`src/sv/fscd_pkg.sv`:
```
// ----------------------------------------------------------------------------
// fscd_pkg
// shared types and constants of the sensor change detector
// ----------------------------------------------------------------------------
package fscd_pkg;

    localparam int BYTE_W   = 8;
    localparam int INDEX_W  = 4;
    localparam int AGE_W    = 4;
    localparam int MOD_W    = 3;
    localparam int PIN_W    = 5;
    localparam int PCODE_W  = 4;
    localparam int ENTRY_W  = MOD_W + PCODE_W;
    localparam int COUNT_W  = 5;

    localparam logic [PIN_W-1:0] PIN_BASE_LO = 5'd8;
    localparam logic [PIN_W-1:0] PIN_BASE_HI = 5'd16;

    typedef enum logic [1:0] {
        KIND_EVENT   = 2'd0,
        KIND_SUMMARY = 2'd1,
        KIND_READ    = 2'd2
    } t_kind;

    typedef struct packed {
        logic             bit_diff;
        logic             level;
        logic             more;
        logic [PIN_W-1:0] pin;
    } t_scan_view;

endpackage

```
`src/sv/fscd_bitscan.sv`:
```
// ----------------------------------------------------------------------------
// fscd_bitscan
// shift unit that walks the changed bits of one byte, lsb first
// ----------------------------------------------------------------------------
module fscd_bitscan (
    input  logic                       i_clk,
    input  logic                       i_rst_n,
    input  logic                       i_load,
    input  logic                       i_step,
    input  logic [fscd_pkg::BYTE_W-1:0] i_diff,
    input  logic [fscd_pkg::BYTE_W-1:0] i_data,
    input  logic                       i_odd,
    output fscd_pkg::t_scan_view       o_view
);
    import fscd_pkg::*;

    logic [BYTE_W-1:0] r_diff;
    logic [BYTE_W-1:0] r_data;
    logic [PIN_W-1:0]  r_pin;
    logic [BYTE_W-1:0] n_diff;
    logic [BYTE_W-1:0] n_data;
    logic [PIN_W-1:0]  n_pin;

    always_comb begin
        n_diff = r_diff;
        n_data = r_data;
        n_pin  = r_pin;
        if (i_load) begin
            n_diff = i_diff;
            n_data = i_data;
            n_pin  = i_odd ? PIN_BASE_HI : PIN_BASE_LO;
        end else if (i_step) begin
            n_diff = r_diff >> 1;
            n_data = r_data >> 1;
            n_pin  = r_pin - 5'd1;
        end
    end

    always_ff @(posedge i_clk) begin
        if (!i_rst_n) begin
            r_diff <= '0;
        end else begin
            r_diff <= n_diff;
        end
        r_data <= n_data;
        r_pin  <= n_pin;
    end

    assign o_view.bit_diff = r_diff[0];
    assign o_view.level    = r_data[0];
    assign o_view.more     = |r_diff[BYTE_W-1:1];
    assign o_view.pin      = r_pin;

`ifndef SYNTH
    a_load_step_excl: assert property (@(posedge i_clk) disable iff (!i_rst_n)
        !(i_load && i_step))
        else $error("load and step in the same cycle");
    a_step_shifts: assert property (@(posedge i_clk) disable iff (!i_rst_n)
        (i_step && !i_load) |=> (r_diff == ($past(r_diff) >> 1)))
        else $error("step did not shift the diff bits");
    a_pin_range: assert property (@(posedge i_clk) disable iff (!i_rst_n)
        (r_diff != '0) |-> (r_pin != '0))
        else $error("pending bit with pin zero");
`endif

endmodule

```
`src/sv/fscd_history.sv`:
```
// ----------------------------------------------------------------------------
// fscd_history
// wrapping ring of rising-edge entries with fill count and read by age
// ----------------------------------------------------------------------------
module fscd_history #(
    parameter int HISTORY_DEPTH = 16,
    localparam int SW = (HISTORY_DEPTH > 1) ? $clog2(HISTORY_DEPTH) : 1,
    localparam int FW = $clog2(HISTORY_DEPTH + 1)
) (
    input  logic                          i_clk,
    input  logic                          i_rst_n,
    input  logic                          i_push,
    input  logic [fscd_pkg::ENTRY_W-1:0]  i_entry,
    input  logic                          i_rd_en,
    input  logic [fscd_pkg::AGE_W-1:0]    i_age,
    output logic                          o_age_ok,
    output logic [fscd_pkg::ENTRY_W-1:0]  o_rd_data,
    output logic [FW-1:0]                 o_fill,
    output logic [FW-1:0]                 o_fill_after_push
);
    import fscd_pkg::*;

    localparam int CW = (FW > AGE_W) ? FW : AGE_W;
    localparam int AW = ((SW > AGE_W) ? SW : AGE_W) + 2;

    logic [ENTRY_W-1:0] r_ring [HISTORY_DEPTH];
    logic [ENTRY_W-1:0] r_rd_data;
    logic [SW-1:0]      r_newest;
    logic [FW-1:0]      r_fill;
    logic [SW-1:0]      n_newest;
    logic [FW-1:0]      n_fill;
    logic [SW-1:0]      wr_slot;
    logic [SW-1:0]      rd_slot;
    logic [AW-1:0]      back_sum;
    logic               fill_full;

    assign fill_full = (r_fill == FW'(HISTORY_DEPTH));

    always_comb begin
        if (r_newest == SW'(HISTORY_DEPTH - 1)) begin
            wr_slot = '0;
        end else begin
            wr_slot = r_newest + SW'(1);
        end
        if (r_fill == '0) begin
            wr_slot = r_newest;
        end
    end

    always_comb begin
        back_sum = AW'(r_newest) + AW'(HISTORY_DEPTH) - AW'(i_age);
        if (back_sum >= AW'(HISTORY_DEPTH)) begin
            back_sum = back_sum - AW'(HISTORY_DEPTH);
        end
        rd_slot = back_sum[SW-1:0];
    end

    assign o_age_ok          = (CW'(i_age) < CW'(r_fill));
    assign o_fill_after_push = fill_full ? r_fill : r_fill + FW'(1);

    always_comb begin
        n_newest = r_newest;
        n_fill   = r_fill;
        if (i_push) begin
            n_newest = wr_slot;
            n_fill   = o_fill_after_push;
        end
    end

    always_ff @(posedge i_clk) begin
        if (!i_rst_n) begin
            r_newest <= '0;
            r_fill   <= '0;
        end else begin
            r_newest <= n_newest;
            r_fill   <= n_fill;
        end
    end

    always_ff @(posedge i_clk) begin
        if (i_push) begin
            r_ring[wr_slot] <= i_entry;
        end
        if (i_rd_en) begin
            r_rd_data <= r_ring[rd_slot];
        end
    end

    assign o_rd_data = r_rd_data;
    assign o_fill    = r_fill;

`ifndef SYNTH
    a_fill_bound: assert property (@(posedge i_clk) disable iff (!i_rst_n)
        r_fill <= FW'(HISTORY_DEPTH))
        else $error("history fill above depth");
    a_newest_bound: assert property (@(posedge i_clk) disable iff (!i_rst_n)
        CW'(r_newest) < CW'(HISTORY_DEPTH))
        else $error("newest slot out of range");
    a_push_rd_excl: assert property (@(posedge i_clk) disable iff (!i_rst_n)
        !(i_push && i_rd_en))
        else $error("push and read in the same cycle");
    a_fill_grows: assert property (@(posedge i_clk) disable iff (!i_rst_n)
        (i_push && !fill_full) |=> (r_fill == $past(r_fill) + FW'(1)))
        else $error("fill did not grow on push");
`endif

endmodule

```
`src/sv/feedback_sensor_change_detector_core.sv`:
```
// ----------------------------------------------------------------------------
// feedback_sensor_change_detector_core
// per-bit change events, rising-edge history ring and history reads
// ----------------------------------------------------------------------------
// input channel: i_valid / o_stall, a transfer when i_valid and !o_stall.
//   command 0 carries one byte of the sensor dump at i_byte_index; command 1
//   reads the history entry i_age entries back (0 = newest).
// output channel: o_valid / i_stall, zero or more results per transfer, o_last marks
//   the final result of an input item. a result register sits on the output.
// a scan byte walks its bits through a shift unit, one bit a cycle unless an
//   event waits on a full output register, up to its highest changed bit, and
//   gives one change event per changed bit; the last dump byte adds a
//   summary. a history read goes through the registered ring read. an index
//   beyond the dump is dropped.
// o_stall is high while an item is worked on; an event, summary or read result
//   waits in place while i_stall holds the output register full.
// reset (synchronous, active low) clears stored bytes, history count and
//   the rise flag; ring contents stay undefined until written.
// ----------------------------------------------------------------------------
module feedback_sensor_change_detector_core #(
    parameter int HISTORY_DEPTH = 16,
    parameter int MODULE_COUNT  = 5
) (
    input  logic                          i_clk,
    input  logic                          i_rst_n,
    input  logic                          i_valid,
    output logic                          o_stall,
    input  logic                          i_command,
    input  logic [fscd_pkg::INDEX_W-1:0]  i_byte_index,
    input  logic [fscd_pkg::BYTE_W-1:0]   i_data_byte,
    input  logic [fscd_pkg::AGE_W-1:0]    i_age,
    output logic                          o_valid,
    input  logic                          i_stall,
    output logic [1:0]                    o_kind,
    output logic [fscd_pkg::MOD_W-1:0]    o_module_res,
    output logic [fscd_pkg::PIN_W-1:0]    o_pin,
    output logic                          o_level,
    output logic                          o_any_rising,
    output logic [fscd_pkg::COUNT_W-1:0]  o_history_count,
    output logic                          o_entry_valid,
    output logic                          o_last
);
    import fscd_pkg::*;

    localparam int DUMP_BYTES = 2 * MODULE_COUNT;
    localparam int IW = $clog2(DUMP_BYTES);
    localparam int FW = $clog2(HISTORY_DEPTH + 1);

    typedef enum logic [1:0] {
        S_IDLE,
        S_SCAN,
        S_SUM,
        S_READ
    } t_state;

    t_state             r_state;
    t_state             n_state;
    logic [BYTE_W-1:0]  r_prev [DUMP_BYTES];
    logic [BYTE_W-1:0]  n_prev [DUMP_BYTES];
    logic               r_rise;
    logic               n_rise;
    logic               r_last_byte;
    logic               n_last_byte;
    logic [MOD_W-1:0]   r_mod;
    logic [MOD_W-1:0]   n_mod;
    logic               r_rd_ok;
    logic               n_rd_ok;

    logic               r_o_valid;
    t_kind              r_o_kind;
    logic [MOD_W-1:0]   r_o_mod;
    logic [PIN_W-1:0]   r_o_pin;
    logic               r_o_level;
    logic               r_o_rising;
    logic [COUNT_W-1:0] r_o_count;
    logic               r_o_entry;
    logic               r_o_last;
    logic               n_o_valid;
    t_kind              n_o_kind;
    logic [MOD_W-1:0]   n_o_mod;
    logic [PIN_W-1:0]   n_o_pin;
    logic               n_o_level;
    logic               n_o_rising;
    logic [COUNT_W-1:0] n_o_count;
    logic               n_o_entry;
    logic               n_o_last;

    logic               in_xfer;
    logic               out_free;
    logic               in_range;
    logic [BYTE_W-1:0]  diff;
    logic               scan_load;
    logic               scan_step;
    t_scan_view         view;
    logic               push;
    logic               rd_en;
    logic               age_ok;
    logic [ENTRY_W-1:0] rd_data;
    logic [FW-1:0]      fill;
    logic [FW-1:0]      fill_after_push;
    logic [ENTRY_W-1:0] push_entry;

    assign in_xfer  = i_valid && !o_stall;
    assign out_free = !r_o_valid || !i_stall;
    assign in_range = ({1'b0, i_byte_index} < (INDEX_W + 1)'(DUMP_BYTES));
    assign diff     = i_data_byte ^ r_prev[i_byte_index[IW-1:0]];

    assign push_entry = {r_mod, view.pin[PCODE_W-1:0] - PCODE_W'(1)};

    fscd_bitscan u_bitscan (
        .i_clk   (i_clk),
        .i_rst_n (i_rst_n),
        .i_load  (scan_load),
        .i_step  (scan_step),
        .i_diff  (diff),
        .i_data  (i_data_byte),
        .i_odd   (i_byte_index[0]),
        .o_view  (view)
    );

    fscd_history #(
        .HISTORY_DEPTH (HISTORY_DEPTH)
    ) u_history (
        .i_clk             (i_clk),
        .i_rst_n           (i_rst_n),
        .i_push            (push),
        .i_entry           (push_entry),
        .i_rd_en           (rd_en),
        .i_age             (i_age),
        .o_age_ok          (age_ok),
        .o_rd_data         (rd_data),
        .o_fill            (fill),
        .o_fill_after_push (fill_after_push)
    );

    always_comb begin
        n_state     = r_state;
        n_prev      = r_prev;
        n_rise      = r_rise;
        n_last_byte = r_last_byte;
        n_mod       = r_mod;
        n_rd_ok     = r_rd_ok;
        n_o_valid   = r_o_valid && i_stall;
        n_o_kind    = r_o_kind;
        n_o_mod     = r_o_mod;
        n_o_pin     = r_o_pin;
        n_o_level   = r_o_level;
        n_o_rising  = r_o_rising;
        n_o_count   = r_o_count;
        n_o_entry   = r_o_entry;
        n_o_last    = r_o_last;
        scan_load   = 1'b0;
        scan_step   = 1'b0;
        push        = 1'b0;
        rd_en       = 1'b0;

        case (r_state)
            S_IDLE: begin
                if (in_xfer) begin
                    if (i_command) begin
                        rd_en   = 1'b1;
                        n_rd_ok = age_ok;
                        n_state = S_READ;
                    end else if (in_range) begin
                        n_prev[i_byte_index[IW-1:0]] = i_data_byte;
                        n_last_byte = (i_byte_index == INDEX_W'(DUMP_BYTES - 1));
                        n_mod       = i_byte_index[INDEX_W-1:1];
                        scan_load   = 1'b1;
                        if (diff != '0) begin
                            n_state = S_SCAN;
                        end else if (n_last_byte) begin
                            n_state = S_SUM;
                        end
                    end
                end
            end
            S_SCAN: begin
                if (!view.bit_diff || out_free) begin
                    scan_step = 1'b1;
                    if (view.bit_diff) begin
                        n_o_valid  = 1'b1;
                        n_o_kind   = KIND_EVENT;
                        n_o_mod    = r_mod;
                        n_o_pin    = view.pin;
                        n_o_level  = view.level;
                        n_o_rising = 1'b0;
                        n_o_entry  = 1'b0;
                        n_o_last   = !view.more && !r_last_byte;
                        n_o_count  = COUNT_W'(fill);
                        if (view.level) begin
                            push      = 1'b1;
                            n_rise    = 1'b1;
                            n_o_count = COUNT_W'(fill_after_push);
                        end
                    end
                    if (!view.more) begin
                        n_state = r_last_byte ? S_SUM : S_IDLE;
                    end
                end
            end
            S_SUM: begin
                if (out_free) begin
                    n_o_valid  = 1'b1;
                    n_o_kind   = KIND_SUMMARY;
                    n_o_mod    = '0;
                    n_o_pin    = '0;
                    n_o_level  = 1'b0;
                    n_o_rising = r_rise;
                    n_o_count  = COUNT_W'(fill);
                    n_o_entry  = 1'b0;
                    n_o_last   = 1'b1;
                    n_rise     = 1'b0;
                    n_state    = S_IDLE;
                end
            end
            S_READ: begin
                if (out_free) begin
                    n_o_valid  = 1'b1;
                    n_o_kind   = KIND_READ;
                    n_o_mod    = r_rd_ok ? rd_data[ENTRY_W-1:PCODE_W] : '0;
                    n_o_pin    = r_rd_ok ? PIN_W'(rd_data[PCODE_W-1:0]) + PIN_W'(1) : '0;
                    n_o_level  = r_rd_ok;
                    n_o_rising = 1'b0;
                    n_o_count  = COUNT_W'(fill);
                    n_o_entry  = r_rd_ok;
                    n_o_last   = 1'b1;
                    n_state    = S_IDLE;
                end
            end
            default: begin
                n_state = S_IDLE;
            end
        endcase
    end

    always_ff @(posedge i_clk) begin
        if (!i_rst_n) begin
            r_state   <= S_IDLE;
            r_prev    <= '{default: '0};
            r_rise    <= 1'b0;
            r_o_valid <= 1'b0;
        end else begin
            r_state   <= n_state;
            r_prev    <= n_prev;
            r_rise    <= n_rise;
            r_o_valid <= n_o_valid;
        end
        r_last_byte <= n_last_byte;
        r_mod       <= n_mod;
        r_rd_ok     <= n_rd_ok;
        r_o_kind    <= n_o_kind;
        r_o_mod     <= n_o_mod;
        r_o_pin     <= n_o_pin;
        r_o_level   <= n_o_level;
        r_o_rising  <= n_o_rising;
        r_o_count   <= n_o_count;
        r_o_entry   <= n_o_entry;
        r_o_last    <= n_o_last;
    end

    assign o_stall         = (r_state != S_IDLE);
    assign o_valid         = r_o_valid;
    assign o_kind          = r_o_kind;
    assign o_module_res    = r_o_mod;
    assign o_pin           = r_o_pin;
    assign o_level         = r_o_level;
    assign o_any_rising    = r_o_rising;
    assign o_history_count = r_o_count;
    assign o_entry_valid   = r_o_entry;
    assign o_last          = r_o_last;

`ifndef SYNTH
    a_read_next: assert property (@(posedge i_clk) disable iff (!i_rst_n)
        (in_xfer && i_command) |=> (r_state == S_READ))
        else $error("read transfer did not start a ring read");
    a_summary_shape: assert property (@(posedge i_clk) disable iff (!i_rst_n)
        (r_o_valid && r_o_kind == KIND_SUMMARY) |->
        (r_o_last && r_o_pin == '0 && r_o_mod == '0))
        else $error("malformed summary result");
    a_entry_is_read: assert property (@(posedge i_clk) disable iff (!i_rst_n)
        (r_o_valid && r_o_entry) |-> (r_o_kind == KIND_READ && r_o_level))
        else $error("entry_valid outside a valid history read");
    a_rise_push: assert property (@(posedge i_clk) disable iff (!i_rst_n)
        push |=> r_rise)
        else $error("rising edge pushed without rise flag");
    a_no_overwrite: assert property (@(posedge i_clk) disable iff (!i_rst_n)
        (r_o_valid && i_stall) |=> (r_o_valid && $stable(r_o_pin) && $stable(r_o_kind)))
        else $error("held result overwritten");
`endif

endmodule

```
`config.mk`:
```
export PLATFORM = sky130hd
export DESIGN_NAME = feedback_sensor_change_detector_core
export DESIGN_NICKNAME = d
export VERILOG_FILES = /design/src/sv/fscd_pkg.sv /design/src/sv/fscd_bitscan.sv /design/src/sv/fscd_history.sv /design/src/sv/feedback_sensor_change_detector_core.sv
export SDC_FILE = /design/constraint.sdc
export NUM_CORES = 1
export LEC_CHECK = 0
export ABC_AREA = 1
export BUFFER_PORTS_ARGS = -buffer_cell sky130_fd_sc_hd__buf_2
export CORE_ASPECT_RATIO = 0.6
export CORE_MARGIN = 2
export CORE_UTILIZATION = 62
export CTS_CLUSTER_DIAMETER = 50
export DETAILED_ROUTE_END_ITERATION = 12
export GPL_TIMING_DRIVEN = 0
export PLACE_DENSITY_LB_ADDON = 0.25
export SETUP_SLACK_MARGIN = 0.4
export SKIP_LAST_GASP = 1
export SYNTH_ARGS = -nofsm -noshare
export SYNTH_HDL_FRONTEND = slang
export SYNTH_SLANG_ARGS = --single-unit
```
`constraint.sdc`:
```
create_clock -name i_clk -period 3.4 [get_ports i_clk]
set_clock_uncertainty 0.05 [all_clocks]
set_input_delay 0.34 -clock i_clk [delete_from_list [all_inputs] [get_ports i_clk]]
set_output_delay 0.34 -clock i_clk [all_outputs]
set_load 0.005 [all_outputs]
```
Word-level counts from Yosys, hierarchy flattened --
Memory sizes are Yosys's and may differ from the RTL's. A register that Yosys moved wholly into a read port is not among the register bits. Index checks and enable logic that the tools add are counted.
Cells by class: add/subtract/negate cells 8, multiplexer cells 86, bitwise logic cells 3, equality and inequality tests 16, order comparisons 5, reduce and logical (&&, ||, !) cells 28
Operator list (number):
- $bwmux W80 | 1
- $mux W5 | 13
- $mux W8 | 7
- $bmux W8 S4 | 1
- $demux W8 S4 | 1
- $mux W1 | 31
- $mux W2 | 13
- $mux W3 | 5
- $pmux W5 S3 | 1
- $mux W4 | 3
- $pmux W2 S3 | 2
- $ne A2 B2 Y1 const B | 5
- $pmux W5 S2 | 1
- $reduce_and A5 Y1 | 2
- $pmux W1 S3 | 3
- $pmux W3 S3 | 1
- $eq A4 B4 Y1 const B | 2
- $reduce_and A4 Y1 | 2
- $reduce_bool A2 Y1 | 4
- $reduce_bool A8 Y1 | 1
- $sub A4 B1 Y4 const B | 2
- $xor A8 B8 Y8 | 1
- $reduce_or A7 Y1 | 1
- $add A4 B5 Y6 const B | 1
- other kinds (28) | 42
Word-level totals: output and inout bits 21, memories 1, RAM bits 112, bits of input ports 21, register bits 138
Memory list:
- u_history.r_ring | words 16, bits a word 7, read ports 1, clocked after Yosys merged registers in 1, write ports 1, RTL line fscd_history.sv:26 | logic [ENTRY_W-1:0] r_ring [HISTORY_DEPTH];

Logic depth before layout (Yosys ltp) --
word-level depth 11, mapped depth 18, depth with buffers taken out 17

Hierarchy --
From an unflattened synthesis, not the netlist that was laid out.
Second synthesis, totals: cell total of the unflattened synthesis 1452, area, all modules 12230.5 sq um
Modules (own cells, without submodules):
- fscd_history | area each 6039.5 sq um, instances 1, cells an instance 647
- feedback_sensor_change_detector_core | area each 5168.7 sq um, instances 1, cells an instance 678
- fscd_bitscan | area each 1022.2 sq um, instances 1, cells an instance 127

Worst setup path after synthesis --
OpenSTA, ideal clock, no wires.
kind reg-to-reg, from register u_history.r_newest[0], to register u_history.r_rd_data[3] (netlist: u_history.o_rd_data[3]) (read register of u_history.r_ring), data pin, path buffers 2, setup slack 0.949 ns, library setup time 0.274 ns, arrival 2.127 ns, stages on the path, launching flop included 10, cell sequence dfxtp_1 > inv_1 > ha_1 > fa_1 > clkbuf_1 > buf_1 > o32ai_1 > mux2_2 > nor2_1 > a31oi_1
On the way: cells in the longest elaborated chain, start to end 4, elaborated cells between the ends (all ways) 5, classes of those cells add/sub: 3; order compare: 1; mux: 1
RTL lines:
- start: declaration | RTL line fscd_history.sv:28 | logic [SW-1:0] r_newest;
- start signal: assignment | RTL line fscd_history.sv:75 | r_newest <= n_newest;
- $add A4 B5 Y6 * | RTL line fscd_history.sv:51 | back_sum = AW'(r_newest) + AW'(HISTORY_DEPTH) - AW'(i_age);
- $sub A6 B4 Y6 * | RTL line fscd_history.sv:51
- $ge A6 B5 Y1 / $sub A4 B1 Y4 (equally long branches) | RTL line fscd_history.sv:52, fscd_history.sv:53
- $mux W4 * | RTL line fscd_history.sv:52 | if (back_sum >= AW'(HISTORY_DEPTH)) begin
- end: declaration | RTL line fscd_history.sv:27 | logic [ENTRY_W-1:0] r_rd_data;
Mark *: on every way between the ends. The rest lies on a longest branch, timed or not. A chain may end at the register's enable or synchronous reset.

Worst setup path in the final report --
from register r_state[1], to memory u_history.r_ring[6][6] in the netlist's numbering (enable)
On the way: cells in the longest elaborated chain, start to end 4
RTL lines:
- start: declaration | RTL line feedback_sensor_change_detector_core.sv:56 | t_state r_state;
- start signal: assignment | RTL line feedback_sensor_change_detector_core.sv:243 | r_state <= n_state;
- $eq A2 B1 Y1 | RTL line feedback_sensor_change_detector_core.sv:157 | case (r_state)
- $mux W1 | RTL line feedback_sensor_change_detector_core.sv:157
- $mux W1 | RTL line fscd_history.sv:81 | if (i_push) begin
- $mux W1 (not written as such) | RTL line fscd_history.sv:82 | r_ring[wr_slot] <= i_entry;
- end: declaration | RTL line fscd_history.sv:26
No other way between the ends.

==> summary.txt <==
Outcome
  • Status: completed

Die
  • Total number of placement rows: 38
  • Initial Utilization: 0.629
  • Die Footprint: 19300 sq um
  • Die extent in y: 108 um
  • Die X: 178 um
  • Core area: approximately 18000 sq um
  • Top Ports: 42

Critical path
  • Worst Path Buf+Inv: 3
  • Critical path class: register to register
  • Crit path DAT: 3.13 ns
  • Crit end category: register
  • Slowest stage delay, CP: 0.48 ns
  • CP dominant cell by count: nand2_1
  • Worst path slowest cell: nor2_2
  • CP Cell Sequence: buf_2 -> clkinv_1 -> nand2_1 -> nor3_1 -> nand2_1 -> inv_1 -> nand3_1 -> nor2_2
  • CP required: about 3.5 ns
  • Peak fanout along the critical path: 10
  • Worst setup SP type: register
  • Top delay family on crit path: simple AND/OR/NAND/NOR gates

Timing
  • Slew HR: 0.295
  • Final setup fails: 0
  • Final worst slack: 0.390 ns
  • Fmax: 0.332 GHz
  • Fin crit share: 0.885
  • Slew @ Worst Pin: 1.06 ns
  • RSZ-0062 raised after global routing: true
  • Setup TNS: 0 ns
  • Hold_ws: 0.0232 ns
  • Fin crit period: 3.01 ns
  • Max-slew violations: 0
  • Final Hold Fails: 0

Placed design
  • DP Cell Count: 1472
  • Routability congestion estimate: 0.975
  • DP HPWL: between 20000 and 25000 um
  • Post-DP Area: roughly 12000 sq um
  • Pre-CTS setup slack: 0.228 ns
  • PortBufs: roughly 40

GRT
  • GRT Residual Overflow: 0
  • Vias in the first global route: between 8000 and 9000
  • Total track usage: 0.322
  • Largest net degree at the start of global routing: 20
  • Initial antenna violation count: 0
  • Global-route wire length before repair: around 47000 um

Finish
  • Most frequent cells in the layout: nand2_1, edfxtp_1, o21ai_0
  • Fin util: 0.711
  • Number of diodes: 0
  • Area growth from synthesis to layout: 13.0%
  • Fin nets: 1291
  • Fillers: 1320
  • Share of layout cells above drive strength 1: 0.130
  • Commonest non-fill, non-tap cell in the layout: nand2_1
  • Post-route design area: 12700 sq um
  • Non-Filler Instances: 1516

Clock tree
  • Clk slew on worst S/H paths: about 0.07 ns
  • CTS buffer count: 24
  • H-tree depth: 1
  • Max clock buf depth: 3
  • CTS tree: built
  • Clk sinks: 257
  • Cts hold-fix bufs: 0
  • Latest clock arrival within the worst-skew pair: 0.52 ns
  • CTS Root Cell: clkbuf_16

Route
  • DRT Wirelength: 30700 um
  • Drt wl/cell: ~20 um
  • Routed Antenna Nets: 0
  • DRC Markers: 0
  • Vias: 9206
  • Iteration-0 DRC Markers: between 1000 and 1500
  • Via density: 6.07
  • Router iterations before antenna repair: 6

Yosys
  • Area contributors post-synth: edfxtp_1, dfxtp_1, nand2_1
  • Sequential share of the synthesized area: 0.595
  • Flop and latch count out of synthesis: about 260
  • Synthesized area: ~11000 sq um
  • Post-Syn Area per Cell: ~9.5 sq um
  • Top cell type's share of synthesized area: 0.415
  • Yosys warns: 0
  • Syn nets: roughly 1200
  • Mapped Cells: 1191
  • Netlist cell types: 39
  • Yosys top cell by area: edfxtp_1

Power
  • Power, Total: 8.34 mW
  • Worst VDD drop: 0.412 mV
  • Pwr/cell area: 655 nW/um^2
  • Pleak: roughly 4.9 nW

Hold path
  • HP Class: input port to register

Job
  • Max Cap Violations: 0
==> timing repair <==
item / CTS / global route
resized for setup: 4 / 17
endpoints found under the hold margin: 0 / 0
buffers inserted: 0 / 0
endpoints found under the setup margin: 28 / 91
==> state kept, by name (all words and copies together) (netlist names), 3 cells and up <==
signal / flops
o_pin: 5
r_mod: 3
u_bitscan.r_data: 8
u_history.o_rd_data: 7
u_bitscan.r_pin: 5
u_history.r_ring: 112
u_history.o_fill: 5
u_history.r_newest: 4
o_history_count: 5
r_prev: 80
u_bitscan.r_diff: 8
o_module_res: 3
==> final timing paths <==
kind                   startpoint                     end  slack, ns  depth (start not counted)
setup / recovery       r_state[1]  u_history.r_ring[6][6]       0.39                          8
hold / removal    i_byte_index[3]                r_mod[2]       0.02                          1
setup reg to reg       r_state[1]  u_history.r_ring[6][6]       0.39                          8
hold reg to reg        r_prev[11]              r_prev[11]       0.40                          2
==> routing by layer <==
layer,wire length (um),GRT usage,up-vias
li1,-,-,4246
met5,0,0,-
met3,4720,0.107,41
met1,13400,0.502,4330
met4,354,0.0580,0
met2,12200,0.438,589
==> layout make-up <==
cell class / instances / area (sq um) / area share
plain buffers: 67 / 349 / 0.0274
multi-input cells: 787 / 3980 / 0.312
flip-flops and latches: 257 / 6710 / 0.526
clock inverters: 8 / 141 / 0.0111
inverters: 80 / 300 / 0.0236
clock buffers: 36 / 758 / 0.0595
well taps: 240 / 300 / 0.0236
repair buffers: 41 / 205 / 0.0161
==> power by group <==
part           internal, mW  leakage (nW)  switching [mW]  total (mW)
Sequential             3.80          2.24          0.0984        3.89
Combinational         0.381          2.24            1.05        1.43
Clock                  1.84         0.449            1.18        3.02
==> cell families (layout without fill, tap and decap cells) <==
family,after synthesis,in the layout,synth area share
adders and majority gates,12,12,0.0140
buffers and inverters,147,232,0.0572
muxes,7,7,0.00699
and+or+nand+nor,471,471,0.175
xor gates and xnor gates,11,11,0.00854
DFF,257,257,0.595
AOI/OAI and AO/OA,286,286,0.143
==> cell usage after synthesis <==
master,number
nand2_1,246
edfxtp_1,156
nor2_1,139
o21ai_0,136
dfxtp_1,101
a21oi_1,87
inv_1,73
clkbuf_1,33
nand3_1,30
o32ai_1,28
nand4_1,18
buf_2,14
a211oi_1,12
buf_4,12
ha_1,11
nor2_2,11
a31oi_1,7
mux2_2,7
nand2b_1,7
xor2_1,7
inv_2,6
nor3_1,6
o211ai_1,6
nor2_4,5
buf_1,4
buf_6,4
nand2_2,4
o22ai_1,4
xnor2_1,4
a22o_1,3
or2_2,2
a221oi_1,1
clkinv_1,1
fa_1,1
nand3_2,1
nor3_4,1
nor4_1,1
o21ai_1,1
o221ai_1,1
(Power assumes the default switching activity.)
